`config.mk`:
```
export PLATFORM = sky130hd
export DESIGN_NAME = settable_clock_with_stopwatch
export DESIGN_NICKNAME = d
export VERILOG_FILES = /design/src/design/sclk_pkg.sv /design/src/design/settable_clock_with_stopwatch.sv
export SDC_FILE = /design/constraint.sdc
export NUM_CORES = 1
export LEC_CHECK = 0
export BUFFER_PORTS_ARGS = -buffer_cell sky130_fd_sc_hd__buf_4
export CAP_MARGIN = 20
export CORE_MARGIN = 2
export CORE_UTILIZATION = 50
export DETAILED_ROUTE_END_ITERATION = 10
export GPL_TIMING_DRIVEN = 0
export PLACE_DENSITY_LB_ADDON = 0.08
export SYNTH_ARGS = -nofsm -noshare
export SYNTH_HDL_FRONTEND = slang
export SYNTH_SLANG_ARGS = --single-unit
```
`constraint.sdc`:
```
create_clock -name clk -period 7.1 [get_ports clk]
set_clock_uncertainty 0.05 [all_clocks]
set_input_delay 0.71 -clock clk [delete_from_list [all_inputs] [get_ports clk]]
set_output_delay 0.71 -clock clk [all_outputs]
set_load 0.02 [all_outputs]
```
`src/design/sclk_pkg.sv`:
```
// Shared codes, widths and helper functions of the settable clock with stopwatch.
package sclk_pkg;

	// Display and sequencer modes.
	localparam logic [2:0] MODE_RUN       = 3'd0;
	localparam logic [2:0] MODE_SET_HOURS = 3'd1;
	localparam logic [2:0] MODE_SET_MINS  = 3'd2;
	localparam logic [2:0] MODE_SET_SECS  = 3'd3;
	localparam logic [2:0] MODE_WATCH     = 3'd4;

	// Stopwatch phases.
	localparam logic [1:0] PHASE_IDLE    = 2'd0;
	localparam logic [1:0] PHASE_RUNNING = 2'd1;
	localparam logic [1:0] PHASE_STOPPED = 2'd2;

	// Configuration register indexes.
	localparam logic [1:0] CFG_HOLD_DELAY   = 2'd0;
	localparam logic [1:0] CFG_REPEAT       = 2'd1;
	localparam logic [1:0] CFG_BLINK_PERIOD = 2'd2;

	localparam int CFG_INDEX_W = 2;
	localparam int CFG_DATA_W  = 8;

	// Register values after reset.
	localparam logic [7:0] HOLD_DELAY_RST   = 8'd100;
	localparam logic [5:0] REPEAT_RST       = 6'd50;
	localparam logic [5:0] BLINK_PERIOD_RST = 6'd60;

	// Counter limits.
	localparam logic [7:0] HUND_LIMIT  = 8'd100;
	localparam logic [7:0] SEC_LIMIT   = 8'd60;
	localparam logic [7:0] MIN_LIMIT   = 8'd60;
	localparam logic [7:0] HOUR_LIMIT  = 8'd24;
	localparam logic [7:0] WMIN_LIMIT  = 8'd100;

	// True when one more than the value reaches the limit.
	function automatic logic wraps(input logic [6:0] v, input logic [7:0] lim);
		logic [7:0] sum;
		sum = {1'b0, v} + 8'd1;
		return (sum >= lim);
	endfunction

	// One more than the value, back to zero at the limit.
	function automatic logic [6:0] wrap_inc(input logic [6:0] v, input logic [7:0] lim);
		logic [7:0] sum;
		sum = {1'b0, v} + 8'd1;
		return (sum >= lim) ? 7'd0 : sum[6:0];
	endfunction

endpackage

```
`src/design/settable_clock_with_stopwatch.sv`:
```
// Top level of the settable 24-hour clock with stopwatch, one tick word per cycle when not stalled.
// The result word for a tick appears in the cycle after the tick word is taken.
// Throughput: one tick word per cycle when not stalled; the next-state logic is a single
// pass of small increment and compare steps that load the state registers.
// Reset (arst_n low, asynchronous) clears the clock, stopwatch, counters and mode to
// zero and loads the hold delay, repeat period and blink period defaults.
module settable_clock_with_stopwatch (
	input  logic                                clk,
	input  logic                                arst_n,
	// Configuration write port.
	input  logic                                cfg_write_en,
	input  logic [sclk_pkg::CFG_INDEX_W-1:0]   cfg_index,
	input  logic [sclk_pkg::CFG_DATA_W-1:0]    cfg_data,
	// Tick channel.
	input  logic                                in_valid,
	output logic                                in_stall,
	input  logic                                mode_button,
	input  logic                                adjust_button,
	// Result channel.
	output logic                                out_valid,
	input  logic                                out_stall,
	output logic [2:0]                          mode_now,
	output logic [4:0]                          clock_hours,
	output logic [5:0]                          clock_minutes,
	output logic [5:0]                          clock_seconds,
	output logic [6:0]                          clock_hundredths,
	output logic [6:0]                          watch_minutes,
	output logic [5:0]                          watch_seconds,
	output logic [6:0]                          watch_hundredths,
	output logic                                watch_running,
	output logic [1:0]                          blank_field
);
	import sclk_pkg::*;

	// Configuration registers.
	logic [7:0] hold_delay_q;
	logic [5:0] repeat_period_q;
	logic [5:0] blink_period_q;

	// Clock, stopwatch and control state. The result word is read straight from these
	// registers, which only change when a new tick is taken and the previous word is gone.
	logic [2:0] mode_q;
	logic [4:0] hours_q;
	logic [5:0] minutes_q;
	logic [5:0] seconds_q;
	logic [6:0] hund_q;
	logic [6:0] wmin_q;
	logic [5:0] wsec_q;
	logic [6:0] whund_q;
	logic [1:0] phase_q;
	logic [7:0] hold_cnt_q;
	logic [5:0] repeat_cnt_q;
	logic [5:0] blink_cnt_q;
	logic       mode_prev_q;
	logic       adj_prev_q;
	logic [1:0] blank_q;
	logic       out_valid_q;

	// Next-state values.
	logic [2:0] mode_d;
	logic [4:0] hours_d;
	logic [5:0] minutes_d;
	logic [5:0] seconds_d;
	logic [6:0] hund_d;
	logic [6:0] wmin_d;
	logic [5:0] wsec_d;
	logic [6:0] whund_d;
	logic [1:0] phase_d;
	logic [7:0] hold_cnt_d;
	logic [5:0] repeat_cnt_d;
	logic [5:0] blink_cnt_d;
	logic [1:0] blank_d;

	logic accept;

	// A tick is taken whenever the result register is empty or being emptied this cycle.
	assign in_stall = out_valid_q & out_stall;
	assign accept   = in_valid & ~in_stall;

	always_comb begin
		logic       mode_release;
		logic       adj_release;
		logic       auto_step;
		logic       set_mode;
		logic       bump;
		logic       c_sec;
		logic       c_min;
		logic       c_hour;
		logic       wc_sec;
		logic       wc_min;
		logic [5:0] rep_inc;
		logic [5:0] blink_inc;
		logic [6:0] sec_inc;
		logic [6:0] min_inc;
		logic [6:0] hour_inc;
		logic [6:0] wsec_inc;
		logic [6:0] hour_adj;
		logic [6:0] min_adj;
		logic [6:0] sec_adj;

		mode_release = mode_prev_q & ~mode_button;
		adj_release  = adj_prev_q & ~adjust_button;
		auto_step    = 1'b0;

		// Hold and auto-repeat counting. The hold count saturates at the delay and at
		// its own full scale; repeat counting starts once the delay has been reached.
		hold_cnt_d   = hold_cnt_q;
		repeat_cnt_d = repeat_cnt_q;
		rep_inc      = repeat_cnt_q + 6'd1;
		if (adjust_button) begin
			if ((hold_cnt_q < hold_delay_q) && (hold_cnt_q != 8'hFF)) begin
				hold_cnt_d = hold_cnt_q + 8'd1;
			end
			if (hold_cnt_d >= hold_delay_q) begin
				repeat_cnt_d = rep_inc;
				if (rep_inc >= repeat_period_q) begin
					auto_step    = 1'b1;
					repeat_cnt_d = 6'd0;
				end
			end
		end else begin
			hold_cnt_d   = 8'd0;
			repeat_cnt_d = 6'd0;
		end

		// The clock runs on every tick with full carry.
		c_sec    = wraps(hund_q, HUND_LIMIT);
		c_min    = c_sec & wraps({1'b0, seconds_q}, SEC_LIMIT);
		c_hour   = c_min & wraps({1'b0, minutes_q}, MIN_LIMIT);
		sec_inc  = wrap_inc({1'b0, seconds_q}, SEC_LIMIT);
		min_inc  = wrap_inc({1'b0, minutes_q}, MIN_LIMIT);
		hour_inc = wrap_inc({2'b0, hours_q}, HOUR_LIMIT);
		hund_d    = wrap_inc(hund_q, HUND_LIMIT);
		seconds_d = c_sec  ? sec_inc[5:0]  : seconds_q;
		minutes_d = c_min  ? min_inc[5:0]  : minutes_q;
		hours_d   = c_hour ? hour_inc[4:0] : hours_q;

		// The stopwatch runs if it was running when the tick arrived.
		wc_sec   = wraps(whund_q, HUND_LIMIT);
		wc_min   = wc_sec & wraps({1'b0, wsec_q}, SEC_LIMIT);
		wsec_inc = wrap_inc({1'b0, wsec_q}, SEC_LIMIT);
		wmin_d  = wmin_q;
		wsec_d  = wsec_q;
		whund_d = whund_q;
		if (phase_q == PHASE_RUNNING) begin
			whund_d = wrap_inc(whund_q, HUND_LIMIT);
			wsec_d  = wc_sec ? wsec_inc[5:0] : wsec_q;
			wmin_d  = wc_min ? wrap_inc(wmin_q, WMIN_LIMIT) : wmin_q;
		end

		// Adjust steps apply to the clock value after this tick's advance.
		hour_adj = wrap_inc({2'b0, hours_d}, HOUR_LIMIT);
		min_adj  = wrap_inc({1'b0, minutes_d}, MIN_LIMIT);
		sec_adj  = wrap_inc({1'b0, seconds_d}, SEC_LIMIT);

		// Set modes blink the chosen field and adjust it without carry. In stopwatch
		// mode each adjust release steps start, stop, then clear back to idle.
		set_mode    = (mode_q == MODE_SET_HOURS) || (mode_q == MODE_SET_MINS) ||
			(mode_q == MODE_SET_SECS);
		bump        = adj_release | auto_step;
		blink_cnt_d = blink_cnt_q;
		phase_d     = phase_q;
		blink_inc   = blink_cnt_q + 6'd1;
		if (set_mode) begin
			blink_cnt_d = (blink_inc >= blink_period_q) ? 6'd0 : blink_inc;
			if (bump) begin
				case (mode_q)
					MODE_SET_HOURS: hours_d   = hour_adj[4:0];
					MODE_SET_MINS:  minutes_d = min_adj[5:0];
					default:        seconds_d = sec_adj[5:0];
				endcase
			end
		end else if ((mode_q == MODE_WATCH) && adj_release) begin
			case (phase_q)
				PHASE_IDLE:    phase_d = PHASE_RUNNING;
				PHASE_RUNNING: phase_d = PHASE_STOPPED;
				default: begin
					phase_d = PHASE_IDLE;
					wmin_d  = 7'd0;
					wsec_d  = 6'd0;
					whund_d = 7'd0;
				end
			endcase
		end

		// The mode change comes last and restarts the blink cycle.
		mode_d = mode_q;
		if (mode_release) begin
			mode_d      = (mode_q >= MODE_WATCH) ? MODE_RUN : (mode_q + 3'd1);
			blink_cnt_d = 6'd0;
		end

		// The chosen field is hidden during the first half of the blink cycle.
		blank_d = 2'd0;
		if (((mode_d == MODE_SET_HOURS) || (mode_d == MODE_SET_MINS) ||
			(mode_d == MODE_SET_SECS)) && (blink_cnt_d < (blink_period_q >> 1))) begin
			blank_d = mode_d[1:0];
		end
	end

	// Configuration writes; indexes beyond the list are ignored.
	always_ff @(posedge clk or negedge arst_n) begin
		if (!arst_n) begin
			hold_delay_q    <= HOLD_DELAY_RST;
			repeat_period_q <= REPEAT_RST;
			blink_period_q  <= BLINK_PERIOD_RST;
		end else if (cfg_write_en) begin
			case (cfg_index)
				CFG_HOLD_DELAY:   hold_delay_q    <= cfg_data;
				CFG_REPEAT:       repeat_period_q <= cfg_data[5:0];
				CFG_BLINK_PERIOD: blink_period_q  <= cfg_data[5:0];
				default: ;
			endcase
		end
	end

	// State and result registers advance together on each accepted tick.
	always_ff @(posedge clk or negedge arst_n) begin
		if (!arst_n) begin
			mode_q       <= MODE_RUN;
			hours_q      <= '0;
			minutes_q    <= '0;
			seconds_q    <= '0;
			hund_q       <= '0;
			wmin_q       <= '0;
			wsec_q       <= '0;
			whund_q      <= '0;
			phase_q      <= PHASE_IDLE;
			hold_cnt_q   <= '0;
			repeat_cnt_q <= '0;
			blink_cnt_q  <= '0;
			mode_prev_q  <= 1'b0;
			adj_prev_q   <= 1'b0;
			blank_q      <= '0;
		end else if (accept) begin
			mode_q       <= mode_d;
			hours_q      <= hours_d;
			minutes_q    <= minutes_d;
			seconds_q    <= seconds_d;
			hund_q       <= hund_d;
			wmin_q       <= wmin_d;
			wsec_q       <= wsec_d;
			whund_q      <= whund_d;
			phase_q      <= phase_d;
			hold_cnt_q   <= hold_cnt_d;
			repeat_cnt_q <= repeat_cnt_d;
			blink_cnt_q  <= blink_cnt_d;
			mode_prev_q  <= mode_button;
			adj_prev_q   <= adjust_button;
			blank_q      <= blank_d;
		end
	end

	// The result word is valid from the tick that produced it until it is taken.
	always_ff @(posedge clk or negedge arst_n) begin
		if (!arst_n) begin
			out_valid_q <= 1'b0;
		end else if (accept) begin
			out_valid_q <= 1'b1;
		end else if (!out_stall) begin
			out_valid_q <= 1'b0;
		end
	end

	assign out_valid        = out_valid_q;
	assign mode_now         = mode_q;
	assign clock_hours      = hours_q;
	assign clock_minutes    = minutes_q;
	assign clock_seconds    = seconds_q;
	assign clock_hundredths = hund_q;
	assign watch_minutes    = wmin_q;
	assign watch_seconds    = wsec_q;
	assign watch_hundredths = whund_q;
	assign watch_running    = (phase_q == PHASE_RUNNING);
	assign blank_field      = blank_q;

endmodule
```
---- Word-level counts from Yosys, hierarchy flattened ----
Cells that the tools add are included.
word-level totals
  bits in read-only memories .............. 0
  latch bits .............................. 0
  bits of input ports ..................... 17
  memories kept ........................... 0
  output and inout port bits .............. 52
  bits in writable memories ............... 0
  bits in registers ....................... 94
cells by class
  equality and inequality tests ........... 13
  bitwise gates (word level) .............. 12
  reduce and logical (&&, ||, !) cells .... 16
  order comparisons ....................... 16
  mux-type cells .......................... 54
  shifts and indexed selects .............. 0
  divide/modulo/power cells ............... 0
  add/subtract/negate cells ............... 14
  multiply operators ...................... 0
operators with widths
  kind                                                                   count
  6-bit 2-to-1 mux                                                       24
  7-bit 2-to-1 mux                                                       12
  6-bit by 1-bit adder with 7-bit output, second input constant          5
  7-bit by 6-bit >= comparator with 1-bit output, second input constant  5
  5-bit 2-to-1 mux                                                       6
  7-bit by 1-bit adder with 8-bit output, second input constant          3
  8-bit by 7-bit >= comparator with 1-bit output, second input constant  3
  8-bit 2-to-1 mux                                                       3
  5-bit by 1-bit adder with 6-bit output, second input constant          2
  6-bit by 1-bit adder with 6-bit output, second input constant          2
  3-bit by 2-bit == test with 1-bit output, second input constant        4
  6-bit by 5-bit >= comparator with 1-bit output, second input constant  2
  6-bit >= comparator                                                    2
  8-bit by 1-bit adder with 8-bit output, second input constant          1
  8-bit >= comparator                                                    1
  8-bit less-than comparator                                             1
  8-bit inequality test, second input constant                           1
  2-bit AND reduction                                                    4
  1-bit bitwise AND                                                      7
  3-bit by 1-bit == test with 1-bit output, second input constant        2
  6-bit by 5-bit less-than comparator with 1-bit output                  1
  3-bit 2-to-1 mux                                                       2
  1-bit 2-to-1 mux                                                       5
  2-bit by 1-bit == test with 1-bit output, second input constant        2
  other kinds (14)                                                       25

---- Logic depth before layout (Yosys ltp) ----
  word-level depth ........................ 11
  depth in mapped cells ................... 22
  gate-level depth less buffers ........... 20

---- Least setup slack after synthesis ----
Ideal clock, no wire load.
  path kind ............................... flip-flop to flip-flop
  from .................................... reg hold_cnt_q[1]
  to ...................................... reg minutes_q[5], in the netlist clock_minutes[5]
  path slack .............................. 2.899 ns
  library setup time ...................... 0.090 ns
  clock period less this slack ............ 4.201 ns
  arrival ................................. 4.061 ns
  cell stages (with the launch flop) ...... 21
  path through ............................ dfrtp_1 ha_1 a21o_1 a21o_1 a21o_1 a21o_1 a2111oi_2 o21ai_1 buf_2 nor2_1 xor2_1 ha_1 o21ai_0 a21oi_1 o21ai_0 o22ai_1 nand3b_1 nor2_1 nand4_1 mux2_2 o221ai_1
on the way
  longest elaborated chain between the ends .. 10
  elaborated cells between the ends (all ways) .. 12
  classes of those cells .................. add/sub (1); order compare (2); eq/ne (1); mux (6); bitwise (1); reduce/logical (1)
ends and longest elaborated chain
  item                                                                        line                                  text
  start: declaration                                                          settable_clock_with_stopwatch.sv:51   logic [7:0] hold_cnt_q;
  start signal: assignment                                                    settable_clock_with_stopwatch.sv:245  hold_cnt_q <= hold_cnt_d;
  8-bit less-than comparator / 8-bit inequality test (equally long branches)  settable_clock_with_stopwatch.sv:111  if ((hold_cnt_q < hold_delay_q) && (hold_cnt_q != 8'hFF)) begin
  1-bit logical AND                                                           settable_clock_with_stopwatch.sv:111
  8-bit 2-to-1 mux *                                                          settable_clock_with_stopwatch.sv:111
  8-bit 2-to-1 mux *                                                          settable_clock_with_stopwatch.sv:110  if (adjust_button) begin
  8-bit >= comparator *                                                       settable_clock_with_stopwatch.sv:114  if (hold_cnt_d >= hold_delay_q) begin
  1-bit 2-to-1 mux *                                                          settable_clock_with_stopwatch.sv:114
  1-bit 2-to-1 mux *                                                          settable_clock_with_stopwatch.sv:110
  1-bit bitwise OR *                                                          settable_clock_with_stopwatch.sv:160  bump = adj_release | auto_step;
  6-bit 2-to-1 mux *                                                          settable_clock_with_stopwatch.sv:166  if (bump) begin
  6-bit 2-to-1 mux *                                                          settable_clock_with_stopwatch.sv:164  if (set_mode) begin
  end signal: assignment                                                      settable_clock_with_stopwatch.sv:238  minutes_q <= minutes_d;
  end: declaration                                                            settable_clock_with_stopwatch.sv:44   logic [5:0] minutes_q;
Mark *: on every way between the ends. The rest lies on a longest branch, timed or not. The select of a mux whose other input is x is not followed.
A chain may end at the register's enable or synchronous reset.

---- Worst setup path in the final report ----
Same ends and word-level chain as after synthesis.

==> insert_results.sql <==
INSERT INTO impl_metrics (metric_group, metric, value, unit) VALUES
('run_status', 'status', 'completed', ''),
('clock_network', 'ctsHoldBuffers', '0', ''),
('setup_path', 'crit_path_top_delay_cell', 'sky130_fd_sc_hd__dfrtp_1', ''),
('setup_path', 'end_kind', 'flop', ''),
('setup_path', 'worstSetupPathType', 'reg2reg', ''),
('global_routing', 'grt.overflow.total', '0', ''),
('setup_path', 'path_cells', 'ha_1 > a21o_1 > a21o_1 > a21o_1 > a21o_1 > a2111oi_2 > o21ai_1 > buf_2 > nor2_1 > xor2_1 > ha_1 > o21ai_0 > a21oi_1 > o21ai_0 > o22ai_1 > nand3b_1 > nor2_1 > nand4_1 > mux2_2 > o221ai_1', ''),
('yosys', 'post_synth_inst_count', '890', ''),
('setup_path', 'cp_common_cell', 'sky130_fd_sc_hd__a21o_1', ''),
('timing', 'min_hold_slack', '294', 'ps'),
('final_layout', 'most_common_cell_after_layout_fill_and_taps_aside', 'sky130_fd_sc_hd__nand2_1', ''),
('setup_path', 'r2r-end', 'clock_minutes[5]$_DFFE_PN0P_', ''),
('final_layout', 'number_of_antenna_diodes', '0', ''),
('yosys', 'synth-edff-count', '0', ''),
('placed_design', 'numPlacedInstances', '1142', ''),
('placed_design', 'port-buffer-count', '67', ''),
('global_routing', 'grtUsageTotal', '24.5', '%'),
('power', 'p_total', '2.66', 'mW'),
('setup_path', 'crit_fanout', '10', ''),
('yosys', 'portion_of_the_post_synthesis_area_used_by_sequential_elements', '31.4', '%'),
('yosys', 'synth_largest_area_cell', 'sky130_fd_sc_hd__dfrtp_1', ''),
('final_layout', 'commonest_non_fill_non_tap_cells_in_the_layout', 'sky130_fd_sc_hd__nand2_1, sky130_fd_sc_hd__dfrtp_1, sky130_fd_sc_hd__o21ai_0, sky130_fd_sc_hd__buf_4, sky130_fd_sc_hd__nor2_1', ''),
('routing', 'route.vias.total', '6945', ''),
('timing', 'report.final.slew_viol_count', '0', ''),
('final_layout', 'layout-drive-gt1-share', '16.6', '%'),
('power', 'power.density', '311', 'nW/µm²'),
('setup_path', 'crit_path_max_incr_delay', '480', 'ps'),
('setup_path', 'worstSetupEndpoint', 'clock_minutes[5]$_DFFE_PN0P_', ''),
('setup_path', 'worstPathArrival', '5270', 'ps'),
('run', 'drv_cap', '0', ''),
('global_routing', 'number_of_antenna_violations_at_the_first_check_in_global_routing', '0', ''),
('routing', 'first_iter_violations', '551', ''),
('setup_path', 'cpLargestDelayFamily', 'compound AO/OA/AOI/OAI gates', ''),
('yosys', 'yosys_warnings', '0', ''),
('setup_path', 'crit-reg2reg-launch', 'hold_cnt_q[1]$_DFFE_PN0P_', ''),
('routing', 'route.detailed.vias_per_inst', '6.00', ''),
('timing', 'finalCriticalPeriod', '5060', 'ps'),
('routing', 'drc', '0', ''),
('global_routing', 'grt_first_pass_wirelength', '32100', 'µm'),
('clock_network', 'clkSinkCount', '94', ''),
('clock_network', 'path_clk_slew', '80', 'ps'),
('setup_path', 'cp.required', '7310', 'ps'),
('clock_network', 'cts_root_buf', 'sky130_fd_sc_hd__clkbuf_16', ''),
('power', 'irDropWorstVdd', '0.205', 'mV'),
('final_layout', 'n_fill_cell', '1340', ''),
('die', 'dieHeight', '127', 'µm'),
('setup_path', 'critical_path_depth', '20', ''),
('clock_network', 'postCtsSetupRepairBufs', '0', ''),
('die', 'initial_core_utilization', '51.4', '%'),
('clock_network', 'insertion_delay', '360', 'ps'),
('setup_path', 'regToRegSetupSlack', '2040', 'ps'),
('routing', 'number_of_iterations_in_the_first_detailed_routing_pass', '5', ''),
('yosys', 'synthesis.area_per_instance', '8.45', 'µm²'),
('routing', 'drt-total-wl', '19200', 'µm'),
('die', 'die-area', '16000', 'µm²'),
('clock_network', 'tritoncts', 'yes', ''),
('final_layout', 'net_count_final', '1038', ''),
('power', 'power.leakage', '3.69', 'nW'),
('clock_network', 'clk_path_buf_depth', '2', ''),
('yosys', 'post-synth-top-area-fraction', '27.9', '%'),
('global_routing', 'pin_count_of_the_biggest_net_entering_global_routing', '51', ''),
('timing', 'final_hold_viol_count', '0', ''),
('timing', 'setup_repair_after_global_routing_missed_its_margin', 'no', ''),
('die', 'design.core.area', '14600', 'µm²'),
('timing', 'fmaxAchievable', '198', 'MHz'),
('clock_network', 'post_cts_resize_count', '0', ''),
('final_layout', 'instances_no_fill', '1158', ''),
('yosys', 'netlist_top_cells_area', 'sky130_fd_sc_hd__dfrtp_1, sky130_fd_sc_hd__ha_1, sky130_fd_sc_hd__nand2_1', ''),
('timing', 'period_share', '71.3', '%'),
('timing', 'worstMarginPinSlew', '908', 'ps'),
('setup_path', 'path_buf_inv', '1', '');
-- area by class of cell --
cell class                 instances  area (µm²)  share of cell area, %
tap                              184         230                   2.69
clock inverter                     6        45.0                  0.526
buffer                            51         248                   2.89
multi-input combinational        711        4780                   55.9
inverter                          34         128                   1.49
sequential                        94        2360                   27.6
clock buffer                      10         229                   2.68
timing repair buffer              68         531                   6.20
-- synthesized netlist by cell type (5+ instances only) --
library cell	number
sky130_fd_sc_hd__a211oi_1	8
sky130_fd_sc_hd__a21o_1	17
sky130_fd_sc_hd__a21oi_1	48
sky130_fd_sc_hd__a22o_1	13
sky130_fd_sc_hd__a22oi_1	7
sky130_fd_sc_hd__a31oi_1	5
sky130_fd_sc_hd__and2_1	13
sky130_fd_sc_hd__and3_1	16
sky130_fd_sc_hd__buf_2	6
sky130_fd_sc_hd__buf_6	5
sky130_fd_sc_hd__clkbuf_1	35
sky130_fd_sc_hd__dfrtp_1	84
sky130_fd_sc_hd__dfstp_2	10
sky130_fd_sc_hd__ha_1	52
sky130_fd_sc_hd__inv_1	34
sky130_fd_sc_hd__mux2_2	21
sky130_fd_sc_hd__nand2_1	107
sky130_fd_sc_hd__nand2b_1	14
sky130_fd_sc_hd__nand3_1	38
sky130_fd_sc_hd__nand3b_1	7
sky130_fd_sc_hd__nand4_1	14
sky130_fd_sc_hd__nor2_1	54
sky130_fd_sc_hd__nor2b_1	12
sky130_fd_sc_hd__nor3_1	18
sky130_fd_sc_hd__nor3b_1	6
sky130_fd_sc_hd__o2111ai_1	6
sky130_fd_sc_hd__o211ai_1	10
sky130_fd_sc_hd__o21ai_0	74
sky130_fd_sc_hd__o21ai_1	6
sky130_fd_sc_hd__o22ai_1	7
sky130_fd_sc_hd__o31ai_1	9
sky130_fd_sc_hd__o41ai_1	6
sky130_fd_sc_hd__or2_2	8
sky130_fd_sc_hd__or3_1	5
sky130_fd_sc_hd__or4_1	5
sky130_fd_sc_hd__xnor2_1	13
sky130_fd_sc_hd__xor2_1	5
-- where the power goes --
group	total, mW	internal, mW	switching [mW]
clock network	0.469	0.240	0.229
logic	1.36	0.573	0.792
registers	0.825	0.663	0.162
total	2.66	1.48	1.18
-- worst reg2reg max path: cells and delay by family, from the launching register on --
kind | cells | cell delay [ps]
AOI/OAI and AO/OA | 11 | 2200
xor gates and xnor gates | 1 | 100
adders and majority gates | 2 | 630
buffers and inverters | 1 | 210
DFF | 1 | 480
muxes | 1 | 290
and+or+nand+nor | 4 | 990
-- cells by family (layout without fill, tap and decap cells) --
logic type,Yosys count,count (layout),synth area share (%)
buffers and inverters,85,169,4.99
adders and majority gates,52,52,8.65
AOI/OAI and AO/OA,278,278,26.2
muxes,24,24,3.54
xor gates and xnor gates,18,18,2.10
and+or+nand+nor,339,339,23.1
DFF,94,94,31.4
-- registers in the layout, indices dropped and copies added, names as in the netlist --
| signal | cells |
|---|---|
| clock_hundredths | 7 |
| blink_period_q | 6 |
| repeat_cnt_q | 6 |
| mode_prev_q | 1 |
| phase_q | 2 |
| hold_delay_q | 8 |
| repeat_period_q | 6 |
| adj_prev_q | 1 |
| mode_now | 3 |
| watch_hundredths | 7 |
| clock_minutes | 6 |
| clock_hours | 5 |
| blink_cnt_q | 6 |
| clock_seconds | 6 |
| blank_field | 2 |
| watch_minutes | 7 |
| watch_seconds | 6 |
| out_valid | 1 |
| hold_cnt_q | 8 |
-- routing by layer --
metal	track usage (%)	vias to the layer above	wire length [µm]
met5	0	-	0
met4	6.08	0	252
met3	3.88	17	828
met2	38.8	159	8900
li1	-	3462	-
met1	35.2	3307	9210
-- per-stage QoR --
stage,area [µm²],worst slack (ps),util (%)
final,8560,2040,58.5
after floorplan,7520,2900,-
after global routing,8560,1500,58.5
after CTS,8560,2020,58.5
after global placement,8260,2140,56.4
after detailed placement,8290,2060,56.6
-- how the worst min path moves through the flow --
| stage | from | end | slack [ps] | depth (start not counted) |
|---|---|---|---|---|
| after floorplan | arst_n | adj_prev_q$_DFFE_PN0P_ | 360 | 0 |
| after global placement | mode_prev_q$_DFFE_PN0P_ | mode_prev_q$_DFFE_PN0P_ | 430 | 2 |
| after detailed placement | blank_field[1]$_DFFE_PN0P_ | blank_field[1]$_DFFE_PN0P_ | 430 | 2 |
| after CTS | arst_n | clock_minutes[3]$_DFFE_PN0P_ | 310 | 1 |
| after global routing | arst_n | clock_minutes[3]$_DFFE_PN0P_ | 350 | 1 |
| final | arst_n | clock_minutes[3]$_DFFE_PN0P_ | 290 | 1 |
Power figures use the tool's default switching activity.
